**src/rtl/bdpc_pkg.sv**
```systemverilog
`timescale 1ns / 1ps
// ----------------------------------------------------------------------------
// bdpc_pkg
// Shared widths, register codes, reset values and types of the button
// debounce and press classifier.
// ----------------------------------------------------------------------------
package bdpc_pkg;

  localparam int BTN_W      = 5;
  localparam int TIME_W     = 32;
  localparam int DUR_W      = 16;
  localparam int CFG_IDX_W  = 2;
  localparam int CFG_DATA_W = 16;

  localparam int NUM_BUTTONS_DEF = 32;

  // Register indexes of the configuration port.
  localparam logic [CFG_IDX_W-1:0] REG_DEBOUNCE   = 2'd0;
  localparam logic [CFG_IDX_W-1:0] REG_LONG_PRESS = 2'd1;
  localparam logic [CFG_IDX_W-1:0] REG_ACTIVE_LOW = 2'd2;

  localparam logic [DUR_W-1:0] DEBOUNCE_RST   = 16'd20;
  localparam logic [DUR_W-1:0] LONG_PRESS_RST = 16'd1000;
  localparam logic             ACTIVE_LOW_RST = 1'b1;

  localparam logic [DUR_W-1:0] DUR_MAX = 16'hFFFF;

  localparam logic KIND_SHORT = 1'b0;
  localparam logic KIND_LONG  = 1'b1;

  typedef struct packed {
    logic [DUR_W-1:0] debounce_ms;
    logic [DUR_W-1:0] long_press_ms;
    logic             active_low;
  } cfg_t;

  typedef struct packed {
    logic              level;
    logic [TIME_W-1:0] last_change;
    logic [TIME_W-1:0] press_start;
    logic              long_sent;
  } entry_t;

  typedef struct packed {
    logic             valid;
    logic             kind;
    logic [DUR_W-1:0] duration;
  } event_t;

endpackage

```
**src/rtl/bdpc_sample_if.sv**
```systemverilog
`timescale 1ns / 1ps
// ----------------------------------------------------------------------------
// bdpc_sample_if
// Channel of raw button samples with their scan time.
// ----------------------------------------------------------------------------
interface bdpc_sample_if import bdpc_pkg::*; ();
  logic              valid;
  logic              ready;
  logic [BTN_W-1:0]  button_index;
  logic              raw_level;
  logic [TIME_W-1:0] time_ms;

  modport source (output valid, button_index, raw_level, time_ms, input ready);
  modport sink   (input valid, button_index, raw_level, time_ms, output ready);
endinterface

```
**src/rtl/bdpc_event_if.sv**
```systemverilog
`timescale 1ns / 1ps
// ----------------------------------------------------------------------------
// bdpc_event_if
// Channel of short and long press events.
// ----------------------------------------------------------------------------
interface bdpc_event_if import bdpc_pkg::*; ();
  logic             valid;
  logic             ready;
  logic [BTN_W-1:0] event_button;
  logic             event_kind;
  logic [DUR_W-1:0] duration_ms;

  modport source (output valid, event_button, event_kind, duration_ms, input ready);
  modport sink   (input valid, event_button, event_kind, duration_ms, output ready);
endinterface

```
**src/rtl/bdpc_cfg_if.sv**
```systemverilog
`timescale 1ns / 1ps
// ----------------------------------------------------------------------------
// bdpc_cfg_if
// Register write channel: register index and write data.
// ----------------------------------------------------------------------------
interface bdpc_cfg_if import bdpc_pkg::*; ();
  logic                  valid;
  logic                  ready;
  logic [CFG_IDX_W-1:0]  index;
  logic [CFG_DATA_W-1:0] data;

  modport source (output valid, index, data, input ready);
  modport sink   (input valid, index, data, output ready);
endinterface

```
**src/rtl/bdpc_cfg.sv**
```systemverilog
`timescale 1ns / 1ps
// ----------------------------------------------------------------------------
// bdpc_cfg
// Configuration registers: debounce time, long press threshold, polarity.
// ----------------------------------------------------------------------------
module bdpc_cfg import bdpc_pkg::*; (
  input  logic clk,
  input  logic rst,
  bdpc_cfg_if.sink cfg,
  output cfg_t regs
);

  assign cfg.ready = 1'b1;

  always_ff @(posedge clk) begin
    if (rst) begin
      regs.debounce_ms   <= DEBOUNCE_RST;
      regs.long_press_ms <= LONG_PRESS_RST;
      regs.active_low    <= ACTIVE_LOW_RST;
    end else if (cfg.valid) begin
      case (cfg.index)
        REG_DEBOUNCE:   regs.debounce_ms   <= cfg.data;
        REG_LONG_PRESS: regs.long_press_ms <= cfg.data;
        REG_ACTIVE_LOW: regs.active_low    <= cfg.data[0];
        default: begin
        end
      endcase
    end
  end

endmodule

```
**src/rtl/bdpc_state.sv**
```systemverilog
`timescale 1ns / 1ps
// ----------------------------------------------------------------------------
// bdpc_state
// Per-button state memory with registered read, valid bits and a bypass
// for a read issued in the same cycle as a write to the same button.
// ----------------------------------------------------------------------------
module bdpc_state import bdpc_pkg::*; #(
  parameter int NUM_BUTTONS = NUM_BUTTONS_DEF
) (
  input  logic             clk,
  input  logic             rst,
  input  logic             rd_en,
  input  logic [BTN_W-1:0] rd_idx,
  output entry_t           rd_entry,
  input  logic             wr_en,
  input  logic [BTN_W-1:0] wr_idx,
  input  entry_t           wr_entry
);

  localparam int AW = (NUM_BUTTONS > 1) ? $clog2(NUM_BUTTONS) : 1;

  entry_t               mem [NUM_BUTTONS];
  logic [NUM_BUTTONS-1:0] vbits;
  entry_t               mem_q;
  logic                 vld_q;
  logic                 fwd_hit;
  entry_t               fwd_entry;
  logic [AW-1:0]        rd_addr;
  logic [AW-1:0]        wr_addr;

  assign rd_addr = AW'(rd_idx);
  assign wr_addr = AW'(wr_idx);

  always_ff @(posedge clk) begin
    if (wr_en) begin
      mem[wr_addr] <= wr_entry;
    end
    if (rd_en) begin
      mem_q     <= mem[rd_addr];
      fwd_entry <= wr_entry;
    end
  end

  always_ff @(posedge clk) begin
    if (rst) begin
      vbits   <= '0;
      vld_q   <= 1'b0;
      fwd_hit <= 1'b0;
    end else begin
      if (wr_en) begin
        vbits[wr_addr] <= 1'b1;
      end
      if (rd_en) begin
        vld_q   <= vbits[rd_addr];
        // The write in this cycle is not yet visible to the read.
        fwd_hit <= wr_en && (wr_addr == rd_addr);
      end
    end
  end

  // An entry never written reads as the reset state: released, times zero.
  always_comb begin
    if (fwd_hit) begin
      rd_entry = fwd_entry;
    end else if (vld_q) begin
      rd_entry = mem_q;
    end else begin
      rd_entry = '0;
    end
  end

endmodule

```
**src/rtl/bdpc_update.sv**
```systemverilog
`timescale 1ns / 1ps
// ----------------------------------------------------------------------------
// bdpc_update
// Debounce decision and press classification for one sample.
// ----------------------------------------------------------------------------
module bdpc_update import bdpc_pkg::*; (
  input  cfg_t              regs,
  input  logic              raw_level,
  input  logic [TIME_W-1:0] time_ms,
  input  entry_t            cur,
  output entry_t            nxt,
  output event_t            evt
);

  logic              pressed;
  logic [TIME_W-1:0] since_change;
  logic [TIME_W-1:0] held;
  logic [DUR_W-1:0]  held_sat;
  logic              change;
  logic              short_evt;
  logic              long_evt;

  always_comb begin
    pressed      = regs.active_low ? ~raw_level : raw_level;
    since_change = time_ms - cur.last_change;
    held         = time_ms - cur.press_start;
    held_sat     = (held[TIME_W-1:DUR_W] != '0) ? DUR_MAX : held[DUR_W-1:0];
    change       = (pressed != cur.level) &&
                   (since_change >= {{(TIME_W-DUR_W){1'b0}}, regs.debounce_ms});

    nxt       = cur;
    short_evt = 1'b0;
    if (change) begin
      nxt.level       = pressed;
      nxt.last_change = time_ms;
      if (pressed) begin
        nxt.press_start = time_ms;
        nxt.long_sent   = 1'b0;
      end else begin
        short_evt = !cur.long_sent;
      end
    end

    // A fresh press has zero held time, so the threshold test sees zero.
    long_evt = nxt.level && !nxt.long_sent &&
               (((change && pressed) ? '0 : held) >=
                {{(TIME_W-DUR_W){1'b0}}, regs.long_press_ms});
    if (long_evt) begin
      nxt.long_sent = 1'b1;
    end

    evt.valid    = short_evt || long_evt;
    evt.kind     = long_evt ? KIND_LONG : KIND_SHORT;
    evt.duration = long_evt ? regs.long_press_ms : held_sat;
  end

endmodule

```
**src/rtl/button_debounce_press_classifier.sv**
```systemverilog
`timescale 1ns / 1ps
// ----------------------------------------------------------------------------
// button_debounce_press_classifier
// Debounces a bank of buttons and reports short and long presses.
// ----------------------------------------------------------------------------
// The block takes one sample per clock cycle while the event output is not
// stalled, any button in any order. A sample is held in stage s1 and its
// event beat in the output register. The rate is set by one read-modify-write
// of the per-button state memory per cycle; a sample of the same button in
// back-to-back cycles is served through a bypass of the previous write.
// Samples whose button index lies beyond the bank are dropped without effect.
// State starts released with zero times after reset, with no clearing pass.
module button_debounce_press_classifier import bdpc_pkg::*; #(
  parameter int NUM_BUTTONS = NUM_BUTTONS_DEF
) (
  input  logic clk,
  input  logic rst,
  bdpc_sample_if.sink   samples,
  bdpc_event_if.source  events,
  bdpc_cfg_if.sink      cfg
);

  cfg_t              regs;
  logic              advance;
  logic              accept;
  logic              s1_valid;
  logic              s1_in_range;
  logic [BTN_W-1:0]  s1_button;
  logic              s1_raw;
  logic [TIME_W-1:0] s1_time;
  entry_t            cur_entry;
  entry_t            nxt_entry;
  event_t            evt;
  logic              wr_en;
  logic              out_valid;

  assign advance       = !out_valid || events.ready;
  assign samples.ready = advance || !s1_valid;
  assign accept        = samples.valid && samples.ready;
  assign wr_en         = s1_valid && s1_in_range && advance;

  bdpc_cfg u_cfg (
    .clk  (clk),
    .rst  (rst),
    .cfg  (cfg),
    .regs (regs)
  );

  bdpc_state #(
    .NUM_BUTTONS (NUM_BUTTONS)
  ) u_state (
    .clk      (clk),
    .rst      (rst),
    .rd_en    (accept),
    .rd_idx   (samples.button_index),
    .rd_entry (cur_entry),
    .wr_en    (wr_en),
    .wr_idx   (s1_button),
    .wr_entry (nxt_entry)
  );

  bdpc_update u_update (
    .regs      (regs),
    .raw_level (s1_raw),
    .time_ms   (s1_time),
    .cur       (cur_entry),
    .nxt       (nxt_entry),
    .evt       (evt)
  );

  always_ff @(posedge clk) begin
    if (accept) begin
      s1_button   <= samples.button_index;
      s1_raw      <= samples.raw_level;
      s1_time     <= samples.time_ms;
      s1_in_range <= (int'(samples.button_index) < NUM_BUTTONS);
    end
  end

  always_ff @(posedge clk) begin
    if (rst) begin
      s1_valid <= 1'b0;
    end else if (accept) begin
      s1_valid <= 1'b1;
    end else if (advance) begin
      s1_valid <= 1'b0;
    end
  end

  always_ff @(posedge clk) begin
    if (rst) begin
      out_valid <= 1'b0;
    end else if (advance) begin
      out_valid <= s1_valid && s1_in_range && evt.valid;
    end
  end

  always_ff @(posedge clk) begin
    if (advance) begin
      events.event_button <= s1_button;
      events.event_kind   <= evt.kind;
      events.duration_ms  <= evt.duration;
    end
  end

  assign events.valid = out_valid;

endmodule
```
**src/flat_wrapper.sv**
```systemverilog
// flat-port wrapper written by rule: the top's interface ports become plain ports
module button_debounce_press_classifier_flat import bdpc_pkg::*;
#(
  parameter int NUM_BUTTONS = NUM_BUTTONS_DEF
)
  (clk, rst, samples_valid, samples_button_index, samples_raw_level, samples_time_ms, samples_ready, events_valid, events_event_button, events_event_kind, events_duration_ms, events_ready, cfg_valid, cfg_index, cfg_data, cfg_ready);
  bdpc_sample_if samples_i ();
  bdpc_event_if events_i ();
  bdpc_cfg_if cfg_i ();
  input  logic clk;
  input  logic rst;
  input wire logic [$bits(samples_i.valid)-1:0] samples_valid;
  input wire logic [$bits(samples_i.button_index)-1:0] samples_button_index;
  input wire logic [$bits(samples_i.raw_level)-1:0] samples_raw_level;
  input wire logic [$bits(samples_i.time_ms)-1:0] samples_time_ms;
  output wire logic [$bits(samples_i.ready)-1:0] samples_ready;
  output wire logic [$bits(events_i.valid)-1:0] events_valid;
  output wire logic [$bits(events_i.event_button)-1:0] events_event_button;
  output wire logic [$bits(events_i.event_kind)-1:0] events_event_kind;
  output wire logic [$bits(events_i.duration_ms)-1:0] events_duration_ms;
  input wire logic [$bits(events_i.ready)-1:0] events_ready;
  input wire logic [$bits(cfg_i.valid)-1:0] cfg_valid;
  input wire logic [$bits(cfg_i.index)-1:0] cfg_index;
  input wire logic [$bits(cfg_i.data)-1:0] cfg_data;
  output wire logic [$bits(cfg_i.ready)-1:0] cfg_ready;
  assign samples_i.valid = samples_valid;
  assign samples_i.button_index = samples_button_index;
  assign samples_i.raw_level = samples_raw_level;
  assign samples_i.time_ms = samples_time_ms;
  assign samples_ready = samples_i.ready;
  assign events_valid = events_i.valid;
  assign events_event_button = events_i.event_button;
  assign events_event_kind = events_i.event_kind;
  assign events_duration_ms = events_i.duration_ms;
  assign events_i.ready = events_ready;
  assign cfg_i.valid = cfg_valid;
  assign cfg_i.index = cfg_index;
  assign cfg_i.data = cfg_data;
  assign cfg_ready = cfg_i.ready;
  button_debounce_press_classifier #(.NUM_BUTTONS(NUM_BUTTONS)) u_core (.clk(clk), .rst(rst), .samples(samples_i), .events(events_i), .cfg(cfg_i));
endmodule
```
**config.mk**
```make
export PLATFORM = sky130hd
export DESIGN_NAME = button_debounce_press_classifier_flat
export DESIGN_NICKNAME = d
export VERILOG_FILES = /design/src/rtl/bdpc_pkg.sv /design/src/rtl/bdpc_sample_if.sv /design/src/rtl/bdpc_event_if.sv /design/src/rtl/bdpc_cfg_if.sv /design/src/rtl/bdpc_cfg.sv /design/src/rtl/bdpc_state.sv /design/src/rtl/bdpc_update.sv /design/src/rtl/button_debounce_press_classifier.sv /design/src/flat_wrapper.sv
export SDC_FILE = /design/constraint.sdc
export NUM_CORES = 2
export LEC_CHECK = 0
export BUFFER_PORTS_ARGS = -buffer_cell sky130_fd_sc_hd__buf_2
export CORE_MARGIN = 1.5
export CORE_UTILIZATION = 35
export DETAILED_ROUTE_END_ITERATION = 10
export PLACE_DENSITY = 0.49
export SLEW_MARGIN = 10
export SYNTH_ARGS = -nofsm -noshare
export SYNTH_HDL_FRONTEND = slang
export SYNTH_SLANG_ARGS = --single-unit
```
**constraint.sdc**
```tcl
create_clock -name clk -period 8.05 [get_ports clk]
set_input_delay 1.61 -clock clk [delete_from_list [all_inputs] [get_ports clk]]
set_output_delay 1.61 -clock clk [all_outputs]
set_load 0.005 [all_outputs]
```
Word-level counts from Yosys, hierarchy flattened

Memory sizes are Yosys's and may differ from the RTL's. A register that Yosys moved wholly into a read port is not among the register bits.
Index checks and enable logic that the tools add are counted.

$add $sub $neg: 2
Multiply operators: 0
Div/mod/pow operators: 0
Magnitude comparators: 5
Eq/ne operators: 4
Shift-type cells: 0
Mux-type cells: 20
Bitwise logic cells: 2
Reduce and logical (&&, ||, !) cells: 22

Operator list:

| kind                                                                          | number |
|---|---|
| 66-bit two-way mux                                                            | 3 |
| 32-bit by 16-bit >= comparator with 1-bit output                              | 2 |
| 32-bit subtractor                                                             | 2 |
| 33-bit two-way mux                                                            | 1 |
| 16-bit two-way mux                                                            | 2 |
| 32-bit two-way mux                                                            | 1 |
| 32-bit OR                                                                     | 1 |
| 16-bit nonzero test                                                           | 1 |
| 5-bit by 6-bit less-than comparator with 1-bit output (second input constant) | 2 |
| 1-bit two-way mux                                                             | 11 |
| 1-bit logical AND                                                             | 9 |
| 2-bit AND reduction                                                           | 3 |
| 1-bit binary-select mux with 5-bit select                                     | 1 |
| 1-bit demux with 5-bit select                                                 | 1 |
| 5-bit == test                                                                 | 1 |
| 5-bit by 1-bit >= comparator with 1-bit output (second input constant)        | 1 |
| 1-bit zero test                                                               | 4 |
| 1-bit logical OR                                                              | 3 |
| 2-bit by 1-bit == test with 1-bit output (second input constant)              | 1 |
| 2-bit == test (second input constant)                                         | 1 |
| 2-bit zero test                                                               | 1 |
| 2-bit nonzero test                                                            | 1 |
| 1-bit inequality test                                                         | 1 |
| 1-bit NOT                                                                     | 1 |

Register bits after elaboration: 195
Bits in latches: 0
Memory bits (writable): 2112
Memory bits (read-only): 0
Bits of input ports: 61
Output and inout port bits: 25
Logic and storage cells: 74
Memories kept: 1

Memories:

| memory             | words | bits a word | rd ports | clocked after memory_dff | wr ports | line             | RTL |
|---|---|---|---|---|---|---|---|
| u_core.u_state.mem | 32    | 66          | 1        | 1                        | 1        | bdpc_state.sv:22 | `entry_t mem [NUM_BUTTONS];` |

Longest topological paths before layout

Word-level depth: 11
Mapped depth: 46
Gate-level depth less buffers: 39

Cells and area by module

From an unflattened synthesis, not the netlist that was laid out.

Cell total of the unflattened synthesis: 4593
Area total of the unflattened synthesis: 95485.3 µm²

By module, submodules not included:

| module                           | times used | cells an instance | area an instance (µm²) | sequential area each (µm²) |
|---|---|---|---|---|
| bdpc_state                       | 1          | 3480              | 85946.2                | 68065.3 |
| bdpc_update                      | 1          | 902               | 6234.7                 | 0.0 |
| button_debounce_press_classifier | 1          | 70                | 1885.6                 | 1841.8 |
| bdpc_cfg                         | 1          | 141               | 1418.9                 | 660.6 |

Worst setup path after synthesis

Ideal clock, no wire load.

Kind: register to register
Start point: reg u_core.u_state.fwd_hit
End point: reg u_core.u_state.fwd_entry[0] in the netlist's numbering (data pin)
Library setup time: 0.351 ns
Data arrival time: 7.992 ns
Data required time: 7.699 ns
Setup slack: -0.293 ns
Stages on the path, launching flop included: 47
Buffers on the path: 7
Period minus slack after synthesis: 8.343 ns
Cell sequence: dfxtp_1 buf_4 buf_2 nor2b_1 clkbuf_1 clkbuf_1 a22o_1 ha_1 inv_1 ha_1 a31o_1 maj3_2 a221oi_1 o311ai_1 o21a_1 o21ai_0 xnor2_1 ha_1 [11 not listed] buf_2 nand2_1 ha_1 nand2b_1 a21o_1 a21o_1 a21o_1 a21o_1 a21o_1 a21oi_1 o21ai_0 nand3_1 nand2_1 a21bo_1 o211ai_2 buf_6 inv_2 or2_1

RTL lines:

| element                  | line             | RTL |
|---|---|---|
| start: declaration       | bdpc_state.sv:26 | `logic fwd_hit;` |
| start signal: assignment | bdpc_state.sv:56 | `fwd_hit <= wr_en && (wr_addr == rd_addr);` |
| end signal: assignment   | bdpc_state.sv:40 | `fwd_entry <= wr_entry;` |
| end: declaration         | bdpc_state.sv:27 | `entry_t fwd_entry;` |

==> summary.md <==
| Metric | Value |
|---|---|
| Clock slew seen by the registers of the worst setup and hold paths | `60 ps` |
| DP HPWL | `147000 um` |
| 1st-iter DRT viols | `4854` |
| Leak Pwr | `0.0346 uW` |
| CP most frequent cell | `a21o_1` |
| Min Tclk post-route | `7590 ps` |
| Routed Antenna Nets | `0` |
| Post-Synthesis Cell Area | `0.0950 mm^2` |
| CP max FO | `33` |
| Post-synth ARST share | `0` |
| Hold Crit Class | `reg -> reg` |
| Core Box Area | `0.270 mm^2` |
| Sum Neg Setup Slack | `0 ps` |
| Worst Path Arrival | `8190 ps` |
| Prevailing post-synth register cell | `edfxtp_1` |
| GRT busiest layer | `met2` |
| Clock power frac | `0.412` |
| Register area | `0.0706 mm^2` |
| Compound-cell area share of the yosys netlist | `0.0270` |
| Register area share after synthesis | `0.743` |
| Final Slew Violations | `0` |
| Syn Area/Cell | `20.9 um^2` |
| GR Util met3 | `0.0312` |
| Routed vias/inst | `5.49` |
| Int Power | `20700 uW` |
| Die area | `0.275 mm^2` |
| Post-synthesis simple-gate area fraction | `0.0272` |
| FF+latch count, synth | `2373` |
| Placed cell area | `0.101 mm^2` |
| Peak supply drop | `0.183 mV` |
| Drc violations | `0` |
| Final hold violation count | `0` |
| Initial antenna violation count | `17` |
| Power density over cell area | `243 mW/mm^2` |
| Initial Utilization | `0.352` |
| NetSw | `5950 uW` |
| Comb pwr share | `0.063` |
| Die Y | `524 um` |
| Worst slew pin tran | `1310 ps` |
| RSZ-0062 raised after global routing | `no` |
| Multi-input logic area | `0.0239 mm^2` |
| CP Launch Type | `flip-flop` |
| Largest family of logic cells by synthesized area | `multiplexers` |
| Clk_skew | `68.7 ps` |
| Worst-Skew Late Latency | `890 ps` |
| Outcome | `finished, final reports clean` |
| Nets | `4981` |
| Pwr Total | `26600 uW` |
| Routed WL per cell | `31.5 um` |
| Clock Tree Buf Depth | `3` |
| I/O Buffers | `84` |
| # IOs | `86` |
| Slowest library cell on the worst path | `maj3_2` |
| Syn_nets | `4699` |
| Detailed-route wire length | `272000 um` |
| Met2 usage | `0.318` |
| Max_slew headroom | `0.125` |
| Yosys warning count | `0` |
| EDFF count, synth | `2304` |
| Fin area | `0.109 mm^2` |
| GRT Residual Overflow | `0` |
| Post-Synth Adder-Cell Area | `0.0125` |
| Crit Path Class | `reg -> reg` |
| Post-synthesis mux area share | `0.172` |
| CTS tree | `done` |
| Via count | `47300` |
| Max cap viols | `0` |
| Num rows | `191` |
| CP Data Required Time | `8650 ps` |
| Synth Instances | `4553` |
| First-pass GRT wire length | `378000 um` |
| Sequential share of power | `0.525` |
| Grt met1 use | `0.278` |
| Switching Share | `0.224` |
| CTS Buf Count | `241` |
| Largest net degree at the start of global routing | `128` |
| Pre-Repair DR Iteration Count | `5` |
| Gr usage total | `0.197` |
| Number of global-route vias before repair | `48000` |
| Share of post-route cells with drive strength above 1 | `0.294` |
| CP Capture Type | `flip-flop` |
| Period utilisation layout | `0.942` |
| Setup-failing EPs final | `0` |
| Fmax | `0.132 GHz` |
| CTS Sinks | `2373` |
| XOR/XNOR Fraction of Synth Area | `0.00525` |
| Critical Path Max Stage Delay | `410 ps` |
| Area delta synth->final | `15.0%` |
| Die Wd | `524 um` |
| Fillers | `23900` |
| GPL Wtd Cong | `0.866` |
| # hold bufs at CTS | `0` |
| H-Tree Depth | `4` |
| Count of cell types in the netlist | `95` |
| CTS root buffer | `clkbuf_16` |
| Final core utilization | `0.404` |
## final cells by class
class	instances	area share
antenna	5	0.000115
clock buffer	308	0.0583
tap	3570	0.0409
inverter	84	0.00295
sequential	2373	0.646
clock inverter	145	0.0125
multi-input combinational	1870	0.218
timing repair buffer	265	0.0210
## cell families (layout without fill, tap and decap cells)
| logic type | count (synthesis) | after routing |
|---|---|---|
| mux | 789 | 789 |
| simple gates | 536 | 537 |
| fa+ha+maj | 96 | 96 |
| buf+inv | 311 | 802 |
| compound gates | 390 | 390 |
| other cells | 1 | 6 |
| xor+xnor | 57 | 57 |
| flops | 2373 | 2373 |
## per-stage QoR
step	std cells	hold slack (ps)	setup slack, ps
after floorplan	4553	424	60.6
after global placement	8154	444	238
after detailed placement	8154	448	324
after CTS	8607	456	273
after global routing	8617	478	18.0
final	8620	456	463
## flip-flops by register name (all words and copies together), names as in the netlist
| name | flops |
|---|---|
| u_core.u_state.vbits | 32 |
| u_core.events.event_kind | 1 |
| u_core.u_state.mem_q | 66 |
| u_core.s1_button | 5 |
| u_core.u_state.vld_q | 1 |
| u_core.s1_raw | 1 |
| u_core.events.valid | 1 |
| u_core.u_cfg.regs | 33 |
| u_core.u_state.fwd_hit | 1 |
| u_core.s1_valid | 1 |
| u_core.events.event_button | 5 |
| u_core.u_state.mem | 2112 |
| u_core.s1_time | 32 |
| u_core.u_state.fwd_entry | 66 |
| u_core.events.duration_ms | 16 |
## critical path: cells and delay by family (launching register included)
family                   cells  cell delay (ps)
AO/OA/AOI/OAI               19             3290
AND/OR/NAND/NOR             12             2040
adder cells (fa/ha/maj)      5             1200
flip-flops                   1              380
buffers and inverters        3              280
XOR/XNOR                     1              150
## cells in the mapped netlist (6+ instances only)
cell type  instances  area, um^2
nand3_1           23         115
mux4_2           670       15100
nand2_1          140         526
nand3b_1          17         128
a31oi_1            7        43.8
and3_1             7        43.8
a211oi_1           6        45.0
o21bai_1           9        67.6
o21ai_1            7        35.0
nor2_1           211         792
o21a_1             9        67.6
xor2_1            16         140
dfxtp_1           69        1380
a21oi_1          146         731
and3b_1            9        78.8
or3_1              7        43.8
ha_1              84        1050
a221oi_1           6        52.6
clkbuf_1         154         578
nand4_1           26         163
and2_1            25         156
a22oi_1           55         413
a21o_1            34         255
inv_1             83         312
maj3_1             8        80.1
buf_2             12        60.1
buf_1             52         195
edfxtp_1        2304       69200
o21ai_0           45         225
mux2_2            67         754
o211ai_1           9        67.6
nand2b_1          15        93.8
mux2i_1           49         490
xnor2_1           41         359
nor3_1            13        65.1
nor2b_1            9        56.3
## per-layer routing
layer  vias up  wire [um]
met5         -          0
li1      19500          -
met3       335      14700
met4         0       6970
met1     26100     120000
met2      1340     130000
## worst paths after layout
kind                            cells past startpoint                   start                         to  slack, ps
worst min register to register                      2   u_core.u_cfg.regs[18]      u_core.u_cfg.regs[18]        460
worst min-delay path                                2   u_core.u_cfg.regs[18]      u_core.u_cfg.regs[18]        460
worst max-delay path                               40  u_core.u_state.fwd_hit  u_core.u_state.mem[21][0]        460
worst max register to register                     40  u_core.u_state.fwd_hit  u_core.u_state.mem[21][0]        460
## power groups by stage
stage,logic (uW),registers [uW],clock network [uW]
2_1_floorplan,1040,14200,0
3_3_place_gp,1680,14200,0
3_5_place_dp,1690,14200,0
4_1_cts,1700,14000,11200
5_1_grt,1810,14000,11700
6_report,1670,14000,11000
## cell usage in the layout, fill, tap and decap left out, types with 23 or more instances in the layout
master / netlist / final
ha_1: 84 / 84
nor2_4: 0 / 32
clkbuf_1: 154 / 59
nand2_1: 140 / 138
clkbuf_16: 0 / 242
buf_4: 3 / 142
nand3_1: 23 / 23
mux2_2: 67 / 67
a22oi_1: 55 / 55
buf_12: 0 / 37
buf_2: 12 / 79
clkinv_2: 0 / 52
mux2i_1: 49 / 23
xnor2_1: 41 / 41
a21oi_2: 2 / 32
dfxtp_1: 69 / 68
and2_1: 25 / 25
edfxtp_1: 2304 / 2304
nor2_1: 211 / 178
a21o_1: 34 / 34
clkinv_1: 0 / 51
nand4_1: 26 / 26
o21ai_0: 45 / 44
mux4_2: 670 / 670
a21oi_1: 146 / 111
inv_1: 83 / 81
## repair_timing
| action | in CTS | in global routing |
|---|---|---|
| setup endpoints to repair | 0 | 50 |
| setup buffers | 0 | 7 |
| resized for setup | 0 | 11 |
(Power assumes the default switching activity.)
